--- config.mk ---
export PLATFORM = sky130hd
export DESIGN_NAME = fixed_partition_fit_allocator_unit
export DESIGN_NICKNAME = d
export VERILOG_FILES = /design/src/hw/rtl/fpfa_pkg.sv /design/src/hw/rtl/fixed_partition_fit_allocator_unit.sv /design/src/hw/rtl/fpfa_ctrl.sv /design/src/hw/rtl/fpfa_datapath.sv
export SDC_FILE = /design/constraint.sdc
export NUM_CORES = 1
export LEC_CHECK = 0
export ABC_AREA = 1
export BUFFER_PORTS_ARGS = -buffer_cell sky130_fd_sc_hd__buf_2
export CORE_MARGIN = 10
export CORE_UTILIZATION = 50
export DETAILED_ROUTE_END_ITERATION = 7
export MAX_ROUTING_LAYER = met4
export PLACE_DENSITY = 0.72
export SYNTH_ARGS = -nofsm -noshare
export SYNTH_HDL_FRONTEND = slang
export SYNTH_SLANG_ARGS = --single-unit
--- constraint.sdc ---
create_clock -name clk -period 5.1 [get_ports clk]
set_input_delay 1.02 -clock clk [delete_from_list [all_inputs] [get_ports clk]]
set_output_delay 1.02 -clock clk [all_outputs]
set_load 0.05 [all_outputs]
--- src/hw/rtl/fpfa_pkg.sv ---
`timescale 1ns / 1ps

package fpfa_pkg;

  // Default sizing of the block table
  localparam int DEF_MAX_BLOCKS = 16;
  localparam int DEF_SIZE_BITS  = 16;

  // Fixed field widths on the ports
  localparam int KIND_W   = 2;
  localparam int SIZE_W   = 16;
  localparam int STATUS_W = 2;
  localparam int BLK_W    = 4;
  localparam int REM_W    = 16;
  localparam int POLICY_W = 2;

  // Item kinds
  localparam logic [KIND_W-1:0] KIND_LOAD    = 2'd0;
  localparam logic [KIND_W-1:0] KIND_ALLOC   = 2'd1;
  localparam logic [KIND_W-1:0] KIND_RESTORE = 2'd2;

  // Result status codes
  localparam logic [STATUS_W-1:0] STAT_OK    = 2'd0;
  localparam logic [STATUS_W-1:0] STAT_NOFIT = 2'd1;
  localparam logic [STATUS_W-1:0] STAT_FULL  = 2'd2;

  // Placement policies; the unused code falls back to first fit
  localparam logic [POLICY_W-1:0] POL_FIRST = 2'd0;
  localparam logic [POLICY_W-1:0] POL_WORST = 2'd1;
  localparam logic [POLICY_W-1:0] POL_BEST  = 2'd2;

  typedef struct packed {
    logic [KIND_W-1:0] kind;
    logic [SIZE_W-1:0] size;
  } req_t;

  typedef struct packed {
    logic [STATUS_W-1:0] status;
    logic [BLK_W-1:0]    block_number;
    logic [REM_W-1:0]    remaining;
  } rsp_t;

  // Controller to datapath
  typedef struct packed {
    logic accept;    // take the input item
    logic scan;      // issue one table read and advance the scan pointer
    logic finish;    // close out an allocate or restore
    logic out_load;  // move the result into the output register
  } ctrl_cmd_t;

  // Datapath to controller
  typedef struct packed {
    logic scan_last; // this scan step is the final one
  } dp_stat_t;

endpackage

--- src/hw/rtl/fixed_partition_fit_allocator_unit.sv ---
`timescale 1ns / 1ps

// Fixed-partition block allocator with first, worst and best fit placement.
// Request channel (req_valid/req_ready, payload req): kind 0 appends a block
// of the given size, kind 1 allocates the given size from one block, kind 2
// copies every original size back into its remaining size. Each transaction
// yields exactly one response transaction on rsp_valid/rsp_ready.
// Configuration channel (cfg_valid/cfg_ready, cfg_data) writes the placement
// policy and is always ready; the user must see that it is written only while
// the block is idle, which the block itself does not enforce. Load and unused
// kinds go from acceptance through the done state to the output register.
// Allocate and restore walk the table one entry per cycle through the single
// read port of the size memories, then pass the drain, write and done states;
// the block is back in idle for the next request as its response appears.
// The response sits in an output register: while the receiver stalls, the
// next request is still processed up to the done state and waits there.
// Reset clears the block count, the policy (first fit) and the response
// valid; the tables themselves are not cleared and need no clearing pass.
module fixed_partition_fit_allocator_unit #(
  parameter int MAX_BLOCKS = fpfa_pkg::DEF_MAX_BLOCKS,
  parameter int SIZE_BITS  = fpfa_pkg::DEF_SIZE_BITS
) (
  input  logic                            clk,
  input  logic                            rst,
  input  logic                            req_valid,
  output logic                            req_ready,
  input  fpfa_pkg::req_t                  req,
  output logic                            rsp_valid,
  input  logic                            rsp_ready,
  output fpfa_pkg::rsp_t                  rsp,
  input  logic                            cfg_valid,
  output logic                            cfg_ready,
  input  logic [fpfa_pkg::POLICY_W-1:0]   cfg_data
);

  logic [fpfa_pkg::POLICY_W-1:0] fit_policy;
  fpfa_pkg::ctrl_cmd_t           cmd;
  fpfa_pkg::dp_stat_t            stat;

  // Policy register: writes land at once, no backpressure
  assign cfg_ready = 1'b1;

  always_ff @(posedge clk) begin
    if (rst) begin
      fit_policy <= fpfa_pkg::POL_FIRST;
    end else if (cfg_valid && cfg_ready) begin
      fit_policy <= cfg_data;
    end
  end

  // Sequencer: idle, scan the table, drain the read pipe, commit, hand off
  fpfa_ctrl u_ctrl (
    .clk       (clk),
    .rst       (rst),
    .req_valid (req_valid),
    .req_kind  (req.kind),
    .req_ready (req_ready),
    .rsp_valid (rsp_valid),
    .rsp_ready (rsp_ready),
    .cmd       (cmd),
    .stat      (stat)
  );

  // Size tables, candidate tracking and the response register
  fpfa_datapath #(
    .MAX_BLOCKS (MAX_BLOCKS),
    .SIZE_BITS  (SIZE_BITS)
  ) u_datapath (
    .clk        (clk),
    .rst        (rst),
    .req        (req),
    .fit_policy (fit_policy),
    .cmd        (cmd),
    .stat       (stat),
    .rsp        (rsp)
  );

  // One request in flight: after acceptance the block leaves idle
  a_one_in_flight: assert property (@(posedge clk) disable iff (rst)
    (req_valid && req_ready) |=> !req_ready)
    else $error("request accepted while another is in flight");

  a_status_legal: assert property (@(posedge clk) disable iff (rst)
    rsp_valid |-> (rsp.status == fpfa_pkg::STAT_OK ||
                   rsp.status == fpfa_pkg::STAT_NOFIT ||
                   rsp.status == fpfa_pkg::STAT_FULL))
    else $error("illegal response status");

  // Misses and full-table loads carry no block information
  a_fail_zero: assert property (@(posedge clk) disable iff (rst)
    (rsp_valid && rsp.status != fpfa_pkg::STAT_OK) |->
      (rsp.block_number == '0 && rsp.remaining == '0))
    else $error("failed response carries block data");

endmodule

--- src/hw/rtl/fpfa_ctrl.sv ---
`timescale 1ns / 1ps

module fpfa_ctrl (
  input  logic                          clk,
  input  logic                          rst,
  input  logic                          req_valid,
  input  logic [fpfa_pkg::KIND_W-1:0]   req_kind,
  output logic                          req_ready,
  output logic                          rsp_valid,
  input  logic                          rsp_ready,
  output fpfa_pkg::ctrl_cmd_t           cmd,
  input  fpfa_pkg::dp_stat_t            stat
);

  typedef enum logic [4:0] {
    S_IDLE  = 5'b00001,
    S_SCAN  = 5'b00010,
    S_DRAIN = 5'b00100,
    S_WRITE = 5'b01000,
    S_DONE  = 5'b10000
  } state_t;

  state_t state, state_next;
  logic   rsp_valid_next;

  always_comb begin
    state_next = state;
    cmd        = '0;
    req_ready  = 1'b0;
    case (state)
      S_IDLE: begin
        req_ready = 1'b1;
        if (req_valid) begin
          cmd.accept = 1'b1;
          if (req_kind inside {fpfa_pkg::KIND_ALLOC, fpfa_pkg::KIND_RESTORE}) begin
            state_next = S_SCAN;
          end else begin
            state_next = S_DONE;
          end
        end
      end
      S_SCAN: begin
        cmd.scan = 1'b1;
        if (stat.scan_last) begin
          state_next = S_DRAIN;
        end
      end
      S_DRAIN: begin
        state_next = S_WRITE;
      end
      S_WRITE: begin
        cmd.finish = 1'b1;
        state_next = S_DONE;
      end
      S_DONE: begin
        if (!rsp_valid || rsp_ready) begin
          cmd.out_load = 1'b1;
          state_next   = S_IDLE;
        end
      end
      default: begin
        state_next = S_IDLE;
      end
    endcase
  end

  always_comb begin
    if (cmd.out_load) begin
      rsp_valid_next = 1'b1;
    end else if (rsp_ready) begin
      rsp_valid_next = 1'b0;
    end else begin
      rsp_valid_next = rsp_valid;
    end
  end

  always_ff @(posedge clk) begin
    if (rst) begin
      state     <= S_IDLE;
      rsp_valid <= 1'b0;
    end else begin
      state     <= state_next;
      rsp_valid <= rsp_valid_next;
    end
  end

endmodule

--- src/hw/rtl/fpfa_datapath.sv ---
`timescale 1ns / 1ps

module fpfa_datapath #(
  parameter int MAX_BLOCKS = fpfa_pkg::DEF_MAX_BLOCKS,
  parameter int SIZE_BITS  = fpfa_pkg::DEF_SIZE_BITS
) (
  input  logic                            clk,
  input  logic                            rst,
  input  fpfa_pkg::req_t                  req,
  input  logic [fpfa_pkg::POLICY_W-1:0]   fit_policy,
  input  fpfa_pkg::ctrl_cmd_t             cmd,
  output fpfa_pkg::dp_stat_t              stat,
  output fpfa_pkg::rsp_t                  rsp
);

  localparam int IW = (MAX_BLOCKS > 1) ? $clog2(MAX_BLOCKS) : 1;
  localparam int CW = $clog2(MAX_BLOCKS + 1);

  // Block tables
  logic [SIZE_BITS-1:0] rem_mem  [MAX_BLOCKS];
  logic [SIZE_BITS-1:0] orig_mem [MAX_BLOCKS];

  logic [CW-1:0]                   count;
  logic [CW-1:0]                   addr_cnt;
  logic [fpfa_pkg::KIND_W-1:0]     kind_q;
  logic [SIZE_BITS-1:0]            size_q;
  logic [SIZE_BITS-1:0]            size_m;
  logic                            rd_en;
  logic                            rd_vld;
  logic [IW-1:0]                   rd_idx;
  logic [SIZE_BITS-1:0]            rem_rd;
  logic [SIZE_BITS-1:0]            orig_rd;
  logic                            found;
  logic [IW-1:0]                   pick;
  logic [SIZE_BITS-1:0]            best;
  logic                            take;
  logic                            load_wr;
  logic                            full;
  logic                            rem_we;
  logic [IW-1:0]                   rem_wa;
  logic [SIZE_BITS-1:0]            rem_wd;
  logic [SIZE_BITS-1:0]            shrunk;
  fpfa_pkg::rsp_t                  res;

  assign size_m  = SIZE_BITS'(req.size);
  assign full    = (count >= CW'(MAX_BLOCKS));
  assign load_wr = cmd.accept && (req.kind == fpfa_pkg::KIND_LOAD) && !full;
  assign rd_en   = cmd.scan && (addr_cnt < count);
  assign shrunk  = best - size_q;

  assign stat.scan_last = ((addr_cnt + CW'(1)) >= count);

  // Candidate selection on the registered read data
  always_comb begin
    take = 1'b0;
    if (rd_vld && (kind_q == fpfa_pkg::KIND_ALLOC) && (size_q <= rem_rd)) begin
      case (fit_policy)
        fpfa_pkg::POL_WORST: take = !found || (rem_rd > best);
        fpfa_pkg::POL_BEST:  take = !found || (rem_rd < best);
        default:             take = !found;
      endcase
    end
  end

  // One write port on the remaining-size table
  always_comb begin
    rem_we = 1'b0;
    rem_wa = count[IW-1:0];
    rem_wd = size_m;
    if (load_wr) begin
      rem_we = 1'b1;
    end else if (rd_vld && (kind_q == fpfa_pkg::KIND_RESTORE)) begin
      rem_we = 1'b1;
      rem_wa = rd_idx;
      rem_wd = orig_rd;
    end else if (cmd.finish && (kind_q == fpfa_pkg::KIND_ALLOC) && found) begin
      rem_we = 1'b1;
      rem_wa = pick;
      rem_wd = shrunk;
    end
  end

  always_ff @(posedge clk) begin
    if (rem_we) begin
      rem_mem[rem_wa] <= rem_wd;
    end
    if (load_wr) begin
      orig_mem[count[IW-1:0]] <= size_m;
    end
    if (rd_en) begin
      rem_rd  <= rem_mem[addr_cnt[IW-1:0]];
      orig_rd <= orig_mem[addr_cnt[IW-1:0]];
    end
  end

  // Control state
  always_ff @(posedge clk) begin
    if (rst) begin
      count  <= '0;
      rd_vld <= 1'b0;
      found  <= 1'b0;
    end else begin
      rd_vld <= rd_en;
      if (load_wr) begin
        count <= count + CW'(1);
      end
      if (cmd.accept) begin
        found <= 1'b0;
      end else if (take) begin
        found <= 1'b1;
      end
    end
  end

  // Payload registers
  always_ff @(posedge clk) begin
    if (cmd.accept) begin
      kind_q   <= req.kind;
      size_q   <= size_m;
      addr_cnt <= '0;
      case (req.kind)
        fpfa_pkg::KIND_LOAD: begin
          if (full) begin
            res <= '{fpfa_pkg::STAT_FULL, '0, '0};
          end else begin
            res <= '{fpfa_pkg::STAT_OK, fpfa_pkg::BLK_W'(count),
                     fpfa_pkg::REM_W'(size_m)};
          end
        end
        default: begin
          res <= '{fpfa_pkg::STAT_OK, '0, '0};
        end
      endcase
    end
    if (cmd.scan) begin
      addr_cnt <= addr_cnt + CW'(1);
    end
    if (rd_en) begin
      rd_idx <= addr_cnt[IW-1:0];
    end
    if (take) begin
      pick <= rd_idx;
      best <= rem_rd;
    end
    if (cmd.finish && (kind_q == fpfa_pkg::KIND_ALLOC)) begin
      if (found) begin
        res <= '{fpfa_pkg::STAT_OK, fpfa_pkg::BLK_W'(pick), fpfa_pkg::REM_W'(shrunk)};
      end else begin
        res <= '{fpfa_pkg::STAT_NOFIT, '0, '0};
      end
    end
    if (cmd.out_load) begin
      rsp <= res;
    end
  end

endmodule

==> metrics.csv <==
stage;metric;value;unit
final_layout;Inserted Diodes;0;
sta;Final min period;3230;ps
placement;Area after DPL;28300;um^2
detailed_routing;Routed WL per cell;23.1;um
sta;relative slew slack;8.27;%
synth;asr flop ratio synth;0;%
power_and_ir_drop;Peak VDD IR;333;uV
sta;hold violation count in the final report;0;
critical_path;kind of critical path;in -> reg;
global_route;initial antenna violation count;1;
die;DIE AREA;64500;um^2
final_layout;final instance area;30400;um^2
critical_path;Worst path slowest cell;nor2_2;
power_and_ir_drop;Cell Pwr Density;449;nW/um^2
global_route;vias in the first global route;17200;
final_layout;Final nets;2377;
global_route;largest net degree at the start of global routing;162;
global_route;Total Routing Usage GR;22.1;%
status;outcome;complete, no violations;
sta;Tcrit/Tclk final;63.3;%
detailed_routing;Vias/cell;5.95;
placement;PortBufs;48;
cts;Post-CTS Setup Inserts;0;
die;Initial Utilization;50.7;%
worst_hold_path;worst hold path type;reg -> reg;
final_layout;Syn-to-layout area delta;11.1;%
die;Die H;254;um
placement;DP Wirelength;44300;um
cts;TritonCTS Buffers;61;
cts;Post-CTS Resized;0;
placement;gpl congestion;0.950;
critical_path;CP endpoint kind;register;
synth;EDFF count, synth;635;
critical_path;CP cell instances;buf_2 -> inv_1 -> ha_1 -> nand2_2 -> nor2_8 -> inv_4 -> nand2_8 -> inv_2 -> o21ai_4 -> nand3_2 -> nor2_2;
sta;Final setup viols;0;
critical_path;CP Buf/Inv Count;4;
detailed_routing;initial DRC count;2293;
synth;syn nets;2356;
synth;Post-synth top flop;edfxtp_1;
detailed_routing;drt total wl;70100;um
synth;Yosys warnings;0;
critical_path;Setup crit start kind;input pin;
synth;Seq/Total Area, Yosys;70.7;%
power_and_ir_drop;Power, Total;13.6;mW
synth;Post-Syn Area per Cell;12.1;um^2
global_route;GR Overflow Total;0;
sta;Max Clock Skew;26.3;ps
detailed_routing;first drt pass iteration count;6;
die;number of I/O pins;50;
synth;Post-Synthesis Cells;2266;
critical_path;crit-path max FO;25;
power_and_ir_drop;Leak;10.8;nW
critical_path;CP peak stage delay;720;ps
global_route;first-pass GRT wire length;105000;um
detailed_routing;Vias;18100;
cts;clk_lat worst skew;640;ps
final_layout;proportion of layout cells with a drive suffix above 1;10.5;%
cts;worst-case clock buffer depth;3;
cts;CTS sink cnt;650;
job;total of max-cap violations;0;
sta;TNS Setup;0;ps
die;# rows;85;
critical_path;Critical Path RT;5360;ps
critical_path;delay-heaviest family, CP;simple AND/OR/NAND/NOR gates;
sta;Worst-Margin Slew;1370;ps
cts;Clock transition at path regs;60;ps
sta;max-slew violations;0;
die;Die Wd;254;um
cts;CTS tree;yes;
cts;root buf cell;clkbuf_16;
detailed_routing;Antenna Nets Post-Route;0;
sta;fmax;310;MHz
cts;CTS Hold Bufs;0;
final_layout;Finished Core Util;56.3;%
synth;mapped cell area;27400;um^2
synth;synthesized flop and latch total;650;
sta;Hold WS;418;ps
detailed_routing;DRC;0;
sta;RSZ-0062 raised after global routing;false;
cts;H-Tree Depth;2;
synth;Yosys cell types;50;
die;core area;54000;um^2
critical_path;Worst EP arrival;3490;ps
[worst paths after layout]
check | start | to | slack (ps) | cells past startpoint
setup / recovery | req[16] | u_datapath.rem_mem[3][10]$_DFFE_PP_ | 1870 | 11
setup reg to reg | u_datapath.kind_q[1]$_DFFE_PP_ | u_datapath.rem_mem[14][7]$_DFFE_PP_ | 1900 | 7
hold reg to reg | u_datapath.res[19]$_DFFE_PP_ | u_datapath.rsp[19]$_DFFE_PP_ | 420 | 0
hold / removal | u_datapath.res[19]$_DFFE_PP_ | u_datapath.rsp[19]$_DFFE_PP_ | 420 | 0
[Yosys cell counts (all sizes together), types with 2 or more instances]
cell type / count / area (um^2)
a21oi: 57 / 285
o21a: 2 / 15.0
xnor2: 2 / 17.5
nor3: 6 / 30.0
nand4: 7 / 65.1
clkbuf: 83 / 312
o31ai: 3 / 22.5
dfxtp: 15 / 300
xor2: 6 / 52.6
o22ai: 155 / 970
o21ai: 326 / 1650
a31o: 2 / 17.5
o21bai: 2 / 15.0
inv: 148 / 558
nor2: 411 / 1590
nand3: 45 / 248
nand2: 235 / 943
a22oi: 9 / 67.6
edfxtp: 635 / 19100
nand3b: 2 / 15.0
o32ai: 4 / 35.0
ha: 64 / 801
nor4: 4 / 25.0
buf: 35 / 208
[kinds of logic after synthesis]
kind of cell    share of synthesized area, %
flops                                   70.7
xor+xnor                               0.256
fa+ha+maj                               3.00
other cells                           0.0137
compound gates                          11.3
buf+inv                                 3.94
simple gates                            10.7
[state kept, by name (all words and copies together) (netlist names)]
signal / cells
u_datapath.found: 1
fit_policy: 2
u_datapath.rd_vld: 1
u_datapath.addr_cnt: 5
u_ctrl.state: 5
u_ctrl.rsp_valid: 1
u_datapath.rem_mem: 256
u_datapath.pick: 4
u_datapath.size_q: 16
u_datapath.kind_q: 2
u_datapath.orig_rd: 16
u_datapath.count: 5
u_datapath.rsp: 22
u_datapath.rem_rd: 16
u_datapath.res: 22
u_datapath.orig_mem: 256
u_datapath.best: 16
u_datapath.rd_idx: 4
[metrics by stage]
step                      worst slack [ps]  instances
after detailed placement              1220       2920
after floorplan                        638       2266
after global placement                1280       2920
after CTS                             1900       3035
final                                 1870       3035
after global routing                  1700       3035
[final cells by class]
class | count | area (um^2)
clock inverter | 41 | 495
fill | 4277 | 23600
inverter | 148 | 564
clock buffer | 74 | 1610
timing repair buffer | 76 | 488
sequential | 650 | 19400
multi-input combinational | 1350 | 7010
tap | 696 | 871
[per-layer routing]
| metal | GRT usage, % | share of wire [%] | vias to the layer above |
|---|---|---|---|
| met5 | - | 0 | - |
| met4 | 9.24 | 4.2 | 0 |
| met3 | 4.87 | 10 | 168 |
| met2 | 33.2 | 45 | 979 |
| met1 | 28.7 | 40 | 8729 |
| li1 | - | - | 8182 |
[power breakdown]
group	leakage, nW	switching (mW)	internal [mW]
sequential	5.86	0.0772	6.09
clock	1.02	1.99	2.75
combinational	3.90	2.01	0.722
total	10.8	4.08	9.57
[cell usage in the layout (no fill, tap or decap), types with 6 or more instances in the layout]
cell type / n
edfxtp_1: 635
nor2_1: 376
o21ai_0: 312
nand2_1: 218
o22ai_1: 155
inv_1: 139
ha_1: 64
clkbuf_16: 61
a21oi_1: 56
buf_2: 48
nand3_1: 42
nor2_2: 30
buf_4: 25
nand2_2: 15
dfxtp_1: 15
clkinv_2: 13
o21ai_1: 12
bufinv_16: 10
clkbuf_1: 10
a22oi_1: 9
clkinv_1: 8
inv_2: 6
xor2_1: 6
No activity file was read; power rests on OpenSTA's default activity.
